File: src/cdc_pkg.sv
package cdc_pkg;

   localparam int YEAR_BITS_DEFAULT = 14;
   localparam int NEW_YEAR_BITS     = 14;
   localparam int MIN_YEAR_BITS     = 14;
   localparam int RESET_YEAR        = 2019;
   localparam logic [MIN_YEAR_BITS-1:0] MIN_YEAR_RESET = 14'd1990;

   // divisibility by 25 through the multiplicative inverse modulo 2^16
   localparam logic [15:0] INV25       = 16'd23593;
   localparam logic [15:0] DIV25_LIMIT = 16'd2621;

   // floor(y / 100) = (y * DIV100_MUL) >> DIV100_SHIFT for y below 2^16
   localparam logic [17:0] DIV100_MUL   = 18'd167773;
   localparam int          DIV100_SHIFT = 24;

   localparam int SUM_BITS = 20;

   typedef enum logic {
      OP_ADVANCE = 1'b0,
      OP_SET     = 1'b1
   } op_type;

   function automatic logic is_leap(input logic [15:0] year);
      logic [31:0] prod;
      logic        div25;
      prod  = 32'(year) * 32'(INV25);
      div25 = (prod[15:0] <= DIV25_LIMIT);
      return (year[1:0] == 2'd0) && (!div25 || (year[3:0] == 4'd0));
   endfunction

   function automatic logic [4:0] month_days(input logic [3:0] month, input logic leap);
      logic [4:0] days;
      case (month)
         4'd2: begin
            days = leap ? 5'd29 : 5'd28;
         end
         4'd4, 4'd6, 4'd9, 4'd11: begin
            days = 5'd30;
         end
         4'd1, 4'd3, 4'd5, 4'd7, 4'd8, 4'd10, 4'd12: begin
            days = 5'd31;
         end
         default: begin
            days = 5'd0;
         end
      endcase
      return days;
   endfunction

   function automatic logic [2:0] month_offset(input logic [3:0] month);
      logic [2:0] offset;
      case (month)
         4'd1:  offset = 3'd0;
         4'd2:  offset = 3'd3;
         4'd3:  offset = 3'd2;
         4'd4:  offset = 3'd5;
         4'd5:  offset = 3'd0;
         4'd6:  offset = 3'd3;
         4'd7:  offset = 3'd5;
         4'd8:  offset = 3'd1;
         4'd9:  offset = 3'd4;
         4'd10: offset = 3'd6;
         4'd11: offset = 3'd2;
         4'd12: offset = 3'd4;
         default: offset = 3'd0;
      endcase
      return offset;
   endfunction

   // fold octal digits, since 8 is 1 modulo 7
   function automatic logic [2:0] mod7(input logic [SUM_BITS-1:0] value);
      logic [5:0] fold_a;
      logic [3:0] fold_b;
      logic [3:0] fold_c;
      fold_a = 6'(value[2:0]) + 6'(value[5:3]) + 6'(value[8:6]) + 6'(value[11:9])
             + 6'(value[14:12]) + 6'(value[17:15]) + 6'(value[19:18]);
      fold_b = 4'(fold_a[5:3]) + 4'(fold_a[2:0]);
      fold_c = 4'(fold_b[3]) + 4'(fold_b[2:0]);
      return (fold_c == 4'd7) ? 3'd0 : fold_c[2:0];
   endfunction

endpackage

File: src/cdc_req_if.sv
interface cdc_req_if;
   logic                               valid;
   logic                               ready;
   logic                               operation;
   logic [3:0]                         new_month;
   logic [4:0]                         new_day;
   logic [cdc_pkg::NEW_YEAR_BITS-1:0]  new_year;

   modport source (output valid, operation, new_month, new_day, new_year, input ready);
   modport sink   (input valid, operation, new_month, new_day, new_year, output ready);
endinterface

File: src/cdc_rsp_if.sv
interface cdc_rsp_if #(
   parameter int YEAR_BITS = cdc_pkg::YEAR_BITS_DEFAULT
);
   logic                 valid;
   logic                 ready;
   logic [3:0]           cur_month;
   logic [4:0]           cur_day;
   logic [YEAR_BITS-1:0] cur_year;
   logic [2:0]           weekday;
   logic                 accepted;

   modport source (output valid, cur_month, cur_day, cur_year, weekday, accepted, input ready);
   modport sink   (input valid, cur_month, cur_day, cur_year, weekday, accepted, output ready);
endinterface

File: src/calendar_date_counter_unit.sv
// Calendar date counter.
// req_chan carries one item per handshake: operation advance moves the stored
// date on by one day, operation set loads new_month/new_day/new_year when the
// date is valid and new_year is at least the min_year register; otherwise the
// stored date is kept. rsp_chan returns one item per request item with the
// stored date after that item, its weekday (0 Sunday) and the accepted flag.
// csr_write_enable/csr_write_data write min_year; write it only while idle.
// From request handshake to response valid an item passes the input
// register, date update (the only feedback loop, so an item may follow
// every cycle while rsp_chan.ready is high), divide-by-100 multiply, then
// weekday sum into the output register.
// Throughput is one item per cycle while rsp_chan.ready is high.
// When the receiver stalls, the pipeline fills and req_chan.ready drops once
// all four stages hold items; nothing is dropped.
// Reset (synchronous, active high) empties the pipeline, sets the date to
// 1 January 2019 and min_year to 1990.
module calendar_date_counter_unit #(
   parameter int YEAR_BITS = cdc_pkg::YEAR_BITS_DEFAULT
) (
   input  logic                               clock,
   input  logic                               reset,
   cdc_req_if.sink                            req_chan,
   cdc_rsp_if.source                          rsp_chan,
   input  logic                               csr_write_enable,
   input  logic [cdc_pkg::MIN_YEAR_BITS-1:0]  csr_write_data
);

   localparam logic [YEAR_BITS-1:0] YEAR_MAX = '1;
   localparam int Q_BITS = YEAR_BITS - 6;
   localparam int PROD_BITS = YEAR_BITS + 18;
   localparam int SUM_BITS = cdc_pkg::SUM_BITS;

   logic [cdc_pkg::MIN_YEAR_BITS-1:0] min_year_ff;

   logic                 s1_valid_ff, s2_valid_ff, s3_valid_ff, s4_valid_ff;
   logic                 s1_free, s2_free, s3_free, s4_free;

   cdc_pkg::op_type                   s1_op_ff;
   logic [3:0]                        s1_month_ff;
   logic [4:0]                        s1_day_ff;
   logic [cdc_pkg::NEW_YEAR_BITS-1:0] s1_year_ff;

   logic [3:0]           month_ff, month_in;
   logic [4:0]           day_ff, day_in;
   logic [YEAR_BITS-1:0] year_ff, year_in;
   logic                 ok_in;
   logic [15:0]          leap_year;
   logic                 leap;
   logic [4:0]           set_len, cur_len;

   logic [3:0]           s2_month_ff;
   logic [4:0]           s2_day_ff;
   logic [YEAR_BITS-1:0] s2_year_ff;
   logic                 s2_ok_ff;

   logic [YEAR_BITS-1:0] adj_year;
   logic [PROD_BITS-1:0] div_prod;

   logic [3:0]           s3_month_ff;
   logic [4:0]           s3_day_ff;
   logic [YEAR_BITS-1:0] s3_year_ff;
   logic                 s3_ok_ff;
   logic [YEAR_BITS-1:0] s3_adj_ff;
   logic [Q_BITS-1:0]    s3_q100_ff;
   logic [5:0]           s3_od_ff;

   logic [SUM_BITS-1:0]  wd_sum;

   logic [3:0]           s4_month_ff;
   logic [4:0]           s4_day_ff;
   logic [YEAR_BITS-1:0] s4_year_ff;
   logic [2:0]           s4_weekday_ff;
   logic                 s4_ok_ff;

   assign s4_free = !s4_valid_ff || rsp_chan.ready;
   assign s3_free = !s3_valid_ff || s4_free;
   assign s2_free = !s2_valid_ff || s3_free;
   assign s1_free = !s1_valid_ff || s2_free;
   assign req_chan.ready = s1_free && !reset;

   always_comb begin
      leap_year = (s1_op_ff == cdc_pkg::OP_SET) ? 16'(s1_year_ff) : 16'(year_ff);
      leap      = cdc_pkg::is_leap(leap_year);
      set_len   = cdc_pkg::month_days(s1_month_ff, leap);
      cur_len   = cdc_pkg::month_days(month_ff, leap);
      month_in  = month_ff;
      day_in    = day_ff;
      year_in   = year_ff;
      ok_in     = 1'b0;
      if (s1_op_ff == cdc_pkg::OP_SET) begin
         if (s1_month_ff >= 4'd1 && s1_month_ff <= 4'd12 && s1_day_ff != 5'd0 &&
             s1_day_ff <= set_len && s1_year_ff != '0 && s1_year_ff >= min_year_ff &&
             17'(s1_year_ff) <= 17'(YEAR_MAX)) begin
            month_in = s1_month_ff;
            day_in   = s1_day_ff;
            year_in  = YEAR_BITS'(s1_year_ff);
            ok_in    = 1'b1;
         end
      end else if (day_ff < cur_len) begin
         day_in = day_ff + 5'd1;
         ok_in  = 1'b1;
      end else if (month_ff < 4'd12) begin
         month_in = month_ff + 4'd1;
         day_in   = 5'd1;
         ok_in    = 1'b1;
      end else if (year_ff != YEAR_MAX) begin
         month_in = 4'd1;
         day_in   = 5'd1;
         year_in  = year_ff + YEAR_BITS'(1);
         ok_in    = 1'b1;
      end
   end

   always_comb begin
      adj_year = (s2_month_ff < 4'd3 && s2_year_ff != '0) ? s2_year_ff - YEAR_BITS'(1)
                                                          : s2_year_ff;
      div_prod = PROD_BITS'(adj_year) * PROD_BITS'(cdc_pkg::DIV100_MUL);
      wd_sum   = SUM_BITS'(s3_adj_ff) + SUM_BITS'(s3_adj_ff >> 2)
               - SUM_BITS'(s3_q100_ff) + SUM_BITS'(s3_q100_ff >> 2)
               + SUM_BITS'(s3_od_ff);
   end

   always_ff @(posedge clock) begin
      if (reset) begin
         min_year_ff <= cdc_pkg::MIN_YEAR_RESET;
         s1_valid_ff <= 1'b0;
         s2_valid_ff <= 1'b0;
         s3_valid_ff <= 1'b0;
         s4_valid_ff <= 1'b0;
         month_ff    <= 4'd1;
         day_ff      <= 5'd1;
         year_ff     <= YEAR_BITS'(cdc_pkg::RESET_YEAR);
      end else begin
         if (csr_write_enable) begin
            min_year_ff <= csr_write_data;
         end
         if (s1_free) begin
            s1_valid_ff <= req_chan.valid;
         end
         if (s2_free) begin
            s2_valid_ff <= s1_valid_ff;
            if (s1_valid_ff) begin
               month_ff <= month_in;
               day_ff   <= day_in;
               year_ff  <= year_in;
            end
         end
         if (s3_free) begin
            s3_valid_ff <= s2_valid_ff;
         end
         if (s4_free) begin
            s4_valid_ff <= s3_valid_ff;
         end
      end
   end

   always_ff @(posedge clock) begin
      if (s1_free && req_chan.valid) begin
         s1_op_ff    <= cdc_pkg::op_type'(req_chan.operation);
         s1_month_ff <= req_chan.new_month;
         s1_day_ff   <= req_chan.new_day;
         s1_year_ff  <= req_chan.new_year;
      end
      if (s2_free && s1_valid_ff) begin
         s2_month_ff <= month_in;
         s2_day_ff   <= day_in;
         s2_year_ff  <= year_in;
         s2_ok_ff    <= ok_in;
      end
      if (s3_free && s2_valid_ff) begin
         s3_month_ff <= s2_month_ff;
         s3_day_ff   <= s2_day_ff;
         s3_year_ff  <= s2_year_ff;
         s3_ok_ff    <= s2_ok_ff;
         s3_adj_ff   <= adj_year;
         s3_q100_ff  <= div_prod[cdc_pkg::DIV100_SHIFT +: Q_BITS];
         s3_od_ff    <= 6'(cdc_pkg::month_offset(s2_month_ff)) + 6'(s2_day_ff);
      end
      if (s4_free && s3_valid_ff) begin
         s4_month_ff   <= s3_month_ff;
         s4_day_ff     <= s3_day_ff;
         s4_year_ff    <= s3_year_ff;
         s4_ok_ff      <= s3_ok_ff;
         s4_weekday_ff <= cdc_pkg::mod7(wd_sum);
      end
   end

   assign rsp_chan.valid     = s4_valid_ff;
   assign rsp_chan.cur_month = s4_month_ff;
   assign rsp_chan.cur_day   = s4_day_ff;
   assign rsp_chan.cur_year  = s4_year_ff;
   assign rsp_chan.weekday   = s4_weekday_ff;
   assign rsp_chan.accepted  = s4_ok_ff;

   a_date_valid: assert property (@(posedge clock) disable iff (reset)
      month_ff >= 4'd1 && month_ff <= 4'd12 && day_ff != 5'd0 && year_ff != '0)
      else $error("stored date out of range");

   a_ready_full: assert property (@(posedge clock) disable iff (reset)
      !req_chan.ready |-> s1_valid_ff && s2_valid_ff && s3_valid_ff && s4_valid_ff)
      else $error("request stalled with a free stage");

   a_weekday_range: assert property (@(posedge clock) disable iff (reset)
      rsp_chan.valid |-> rsp_chan.weekday != 3'd7)
      else $error("weekday out of range");

   a_state_hold: assert property (@(posedge clock) disable iff (reset)
      !(s1_valid_ff && s2_free) |=> $stable(month_ff) && $stable(day_ff) && $stable(year_ff))
      else $error("date changed without an item");

endmodule
File: src/flat_wrapper.sv
// flat-port wrapper written by rule: the top's interface ports become plain ports
module calendar_date_counter_unit_flat 
#(
   parameter int YEAR_BITS = cdc_pkg::YEAR_BITS_DEFAULT
)
  (clock, reset, csr_write_enable, csr_write_data, req_chan_valid, req_chan_operation, req_chan_new_month, req_chan_new_day, req_chan_new_year, req_chan_ready, rsp_chan_valid, rsp_chan_cur_month, rsp_chan_cur_day, rsp_chan_cur_year, rsp_chan_weekday, rsp_chan_accepted, rsp_chan_ready);
  cdc_req_if req_chan_i ();
  cdc_rsp_if #(.YEAR_BITS(YEAR_BITS)) rsp_chan_i ();
  input  logic clock;
  input  logic reset;
  input  logic csr_write_enable;
  input  logic [cdc_pkg::MIN_YEAR_BITS-1:0] csr_write_data;
  input wire logic [$bits(req_chan_i.valid)-1:0] req_chan_valid;
  input wire logic [$bits(req_chan_i.operation)-1:0] req_chan_operation;
  input wire logic [$bits(req_chan_i.new_month)-1:0] req_chan_new_month;
  input wire logic [$bits(req_chan_i.new_day)-1:0] req_chan_new_day;
  input wire logic [$bits(req_chan_i.new_year)-1:0] req_chan_new_year;
  output wire logic [$bits(req_chan_i.ready)-1:0] req_chan_ready;
  output wire logic [$bits(rsp_chan_i.valid)-1:0] rsp_chan_valid;
  output wire logic [$bits(rsp_chan_i.cur_month)-1:0] rsp_chan_cur_month;
  output wire logic [$bits(rsp_chan_i.cur_day)-1:0] rsp_chan_cur_day;
  output wire logic [$bits(rsp_chan_i.cur_year)-1:0] rsp_chan_cur_year;
  output wire logic [$bits(rsp_chan_i.weekday)-1:0] rsp_chan_weekday;
  output wire logic [$bits(rsp_chan_i.accepted)-1:0] rsp_chan_accepted;
  input wire logic [$bits(rsp_chan_i.ready)-1:0] rsp_chan_ready;
  assign req_chan_i.valid = req_chan_valid;
  assign req_chan_i.operation = req_chan_operation;
  assign req_chan_i.new_month = req_chan_new_month;
  assign req_chan_i.new_day = req_chan_new_day;
  assign req_chan_i.new_year = req_chan_new_year;
  assign req_chan_ready = req_chan_i.ready;
  assign rsp_chan_valid = rsp_chan_i.valid;
  assign rsp_chan_cur_month = rsp_chan_i.cur_month;
  assign rsp_chan_cur_day = rsp_chan_i.cur_day;
  assign rsp_chan_cur_year = rsp_chan_i.cur_year;
  assign rsp_chan_weekday = rsp_chan_i.weekday;
  assign rsp_chan_accepted = rsp_chan_i.accepted;
  assign rsp_chan_i.ready = rsp_chan_ready;
  calendar_date_counter_unit #(.YEAR_BITS(YEAR_BITS)) u_core (.clock(clock), .reset(reset), .req_chan(req_chan_i), .rsp_chan(rsp_chan_i), .csr_write_enable(csr_write_enable), .csr_write_data(csr_write_data));
endmodule
File: config.mk
export PLATFORM = sky130hd
export DESIGN_NAME = calendar_date_counter_unit_flat
export DESIGN_NICKNAME = d
export VERILOG_FILES = /design/src/cdc_pkg.sv /design/src/cdc_req_if.sv /design/src/cdc_rsp_if.sv /design/src/calendar_date_counter_unit.sv /design/src/flat_wrapper.sv
export SDC_FILE = /design/constraint.sdc
export NUM_CORES = 1
export LEC_CHECK = 0
export BUFFER_PORTS_ARGS = -buffer_cell sky130_fd_sc_hd__buf_2
export CORE_MARGIN = 1.5
export CORE_UTILIZATION = 50
export DETAILED_ROUTE_END_ITERATION = 7
export GPL_ROUTABILITY_DRIVEN = 0
export PLACE_DENSITY = 0.69
export SLEW_MARGIN = 20
export SYNTH_ARGS = -nofsm -noshare
export SYNTH_HDL_FRONTEND = slang
export SYNTH_SLANG_ARGS = --single-unit
File: constraint.sdc
create_clock -name clock -period 16.1 [get_ports clock]
set_input_delay 0.805 -clock clock [delete_from_list [all_inputs] [get_ports clock]]
set_output_delay 0.805 -clock clock [all_outputs]
set_load 0.01 [all_outputs]
==> impl_metrics.csv <==
group,metric,value,unit
run_status,status,"complete, no violations",
final_layout,design_area,17400,um2
placed_design,hpwl,28000,um
setup_path,path_class,"flip-flop to flip-flop",
global_routing,grt_first_pass_wirelength,57100,um
sta,hold_viol,0,
floorplan,die_h,181,um
setup_path,crit_slowest_cell,"fa_1",
floorplan,start_util,50.6,%
sta,fmax,108,MHz
sta,relSlewSlack,29.8,%
global_routing,grt_overflow_total,0,
global_routing,antenna_found_initial,0,
detailed_routing,first_iter_violations,738,
final_layout,fin_cells,1978,
sta,fin_crit_sh,57.6,%
final_layout,fin_nets,1999,
detailed_routing,dr_total_vias,11000,
floorplan,num_rows,65,
synthesis,yosysSeqAreaShare,29.5,%
sta,period_needed,9.27,ns
setup_path,crit_fanout,48,
synthesis,syn_area_per_cell,10.7,um2
sta,finalMaxSlewViolations,0,
global_routing,grtUsageTotal,22.0,%
setup_path,cp_data_arrival_time,9.60,ns
setup_path,critPathLaunchType,"flip-flop",
placed_design,dpl_cell_area,16800,um2
synthesis,synth_top_flop_cell,"edfxtp_1",
floorplan,die-area,32900,um2
final_layout,diodes,0,
clocking,holdBufCountCts,0,
floorplan,core,31400,um2
sta,fin_setup_tns,0,ns
floorplan,dieWidth,181,um
clocking,cts_buffer_depth,2,
synthesis,synth_edf_count,127,
clocking,cts_resized,0,
clocking,cts_root_buf,"clkbuf_16",
setup_path,required,16.43,ns
global_routing,grt_pass1_vias,11300,
detailed_routing,postRouteAntennaNets,0,
synthesis,synthArstFlopShare,0,%
synthesis,netlist_area,15900,um2
placed_design,place_inst,1946,
sta,worstMarginPinSlew,1.05,ns
sta,setup_violations,0,
synthesis,syn_inst,1489,
detailed_routing,drc,0,
floorplan,io_pins,72,
clocking,insertion_delay,0.45,ns
job,max-cap-violations,0,
placed_design,io_buffers,71,
detailed_routing,viasPerCell,5.58,
final_layout,drive_above_1_share,10.0,%
clocking,path_clk_slew,0.07,ns
clocking,tritoncts,"done",
detailed_routing,wl_per_cell,17.2,um
synthesis,synthesis.nets,1925,
final_layout,area_delta_synth_final,9.26,%
clocking,htreeDepth,4,
synthesis,yosys_register_bits,171,
detailed_routing,drtPass1Iterations,5,
synthesis,synth_cell_types,79,
synthesis,ys_warn_count,0,
global_routing,grt_max_degree,53,
setup_path,cpPeakStageDelay,0.56,ns
clocking,cts_sinks,171,
hold_path,holdCritPathClass,"flip-flop to flip-flop",
detailed_routing,wl,34100,um
final_layout,fillerInstances,2727,
clocking,post-cts-setup-buffers,0,
sta,rsz0062_at_grt,"false",
clocking,cts_inserted_buffers,17,
sta,finClkSkew,0.0179,ns
setup_path,end_kind,"flip-flop",
==> cell usage after synthesis, drive strengths merged, types with 14 or more instances <==
| cell type | count | share of area (%) |
|---|---|---|
| dfxtp | 44 | 5.5 |
| nor4 | 16 | 0.83 |
| o211ai | 14 | 0.66 |
| nand3 | 21 | 0.66 |
| xor2 | 24 | 1.3 |
| xnor2 | 50 | 2.8 |
| a21o | 25 | 1.2 |
| fa | 131 | 16 |
| a21oi | 66 | 2.1 |
| clkbuf | 23 | 0.54 |
| nor3 | 23 | 0.72 |
| nor2b | 15 | 0.59 |
| nand2 | 68 | 1.6 |
| edfxtp | 127 | 24 |
| o21bai | 14 | 0.66 |
| nor2 | 80 | 1.9 |
| o21ai | 29 | 0.91 |
| mux2i | 27 | 1.8 |
| inv | 248 | 5.9 |
| ha | 262 | 21 |
==> critical path: cells and delay by family (launching register included) <==
kind,cells,cell delay [ns]
buffers and inverters,7,1.54
DFF,1,0.33
muxes,2,0.41
adders and majority gates,9,3.30
xor gates and xnor gates,1,0.20
AOI/OAI and AO/OA,12,1.98
and+or+nand+nor,7,1.38
==> through the flow <==
| step | hold slack (ns) | worst slack, ns | utilization [%] |
|---|---|---|---|
| finish | 0.419 | 6.83 | 55.3 |
| global route | 0.433 | 6.12 | 55.3 |
| CTS | 0.420 | 6.89 | 55.3 |
| detailed placement | 0.405 | 6.89 | 53.4 |
| global placement | 0.403 | 7.22 | 53.4 |
| floorplan | 0.400 | 7.63 | - |
==> worst paths after layout <==
check	from	to	slack (ns)	depth (start not counted)
min reg2reg	u_core.s3_year_ff[13]	u_core.rsp_chan.cur_year[13]	0.42	0
min	u_core.s3_year_ff[13]	u_core.rsp_chan.cur_year[13]	0.42	0
max reg2reg	u_core.s1_op_ff	flip-flop	6.83	38
max	u_core.s1_op_ff	flip-flop	6.83	38
==> registers in the layout, indices dropped and copies added (netlist names), 5 cells and up, named ones only <==
name and flops:
u_core.day_ff 5, u_core.min_year_ff 14, u_core.rsp_chan.cur_day 5, u_core.rsp_chan.cur_year 14
u_core.s1_day_ff 5, u_core.s1_year_ff 14, u_core.s2_day_ff 5, u_core.s2_year_ff 14
u_core.s3_adj_ff 14, u_core.s3_day_ff 5, u_core.s3_od_ff 6, u_core.s3_q100_ff 8
u_core.s3_year_ff 14, u_core.year_ff 14
==> metal layers <==
metal  share of wire, %  GRT usage, %  up-vias
met5                  0             0        -
met4                2.4          6.53        0
met3                4.5          3.25       54
met2                 49          37.3      294
met1                 45          29.1     5378
li1                   -             -     5310
==> layout by cell type (no fill, tap or decap), drive strengths merged, types with 5 or more instances in the layout <==
cell / Yosys / final
o21bai: 14 / 14
nand2: 68 / 68
edfxtp: 127 / 127
o21a: 9 / 9
nor2b: 15 / 15
inv: 248 / 256
mux2i: 27 / 27
clkbuf: 23 / 19
a21boi: 5 / 5
and2: 7 / 7
a31oi: 8 / 8
fa: 131 / 131
nor2: 80 / 80
xor2: 24 / 24
nor3: 23 / 23
or3: 8 / 8
ha: 262 / 262
and3: 6 / 6
o211ai: 14 / 14
dfxtp: 44 / 44
a311oi: 7 / 7
xnor2: 50 / 50
a21o: 25 / 25
o31ai: 8 / 8
buf: 8 / 86
nand2b: 13 / 13
nand4: 8 / 8
a211oi: 13 / 13
nor4: 16 / 16
o21ai: 29 / 29
or2: 7 / 7
nand3: 21 / 21
a211o: 8 / 8
mux2: 11 / 11
a21oi: 66 / 66
==> cell families after synthesis <==
| group | after synthesis | synth area share, % |
|---|---|---|
| adders and majority gates | 393 | 37.1 |
| and+or+nand+nor | 286 | 8.97 |
| buffers and inverters | 279 | 6.67 |
| AOI/OAI and AO/OA | 247 | 10.8 |
| DFF | 171 | 29.5 |
| xor gates and xnor gates | 75 | 4.27 |
| muxes | 38 | 2.61 |
==> final cells by class <==
class / instances / area, um2 / share of cell area, %
Timing Repair Buffer: 86 / 468 / 2.69
Clock buffer: 19 / 454 / 2.61
Sequential cell: 171 / 4690 / 27.0
Clock inverter: 13 / 143 / 0.821
Tap cell: 402 / 503 / 2.90
Inverter: 248 / 931 / 5.36
Multi-Input combinational cell: 1039 / 10200 / 58.6
Power is not shown: default switching activity piles up to over one toggle a cycle in this logic, so the estimate is an artifact.
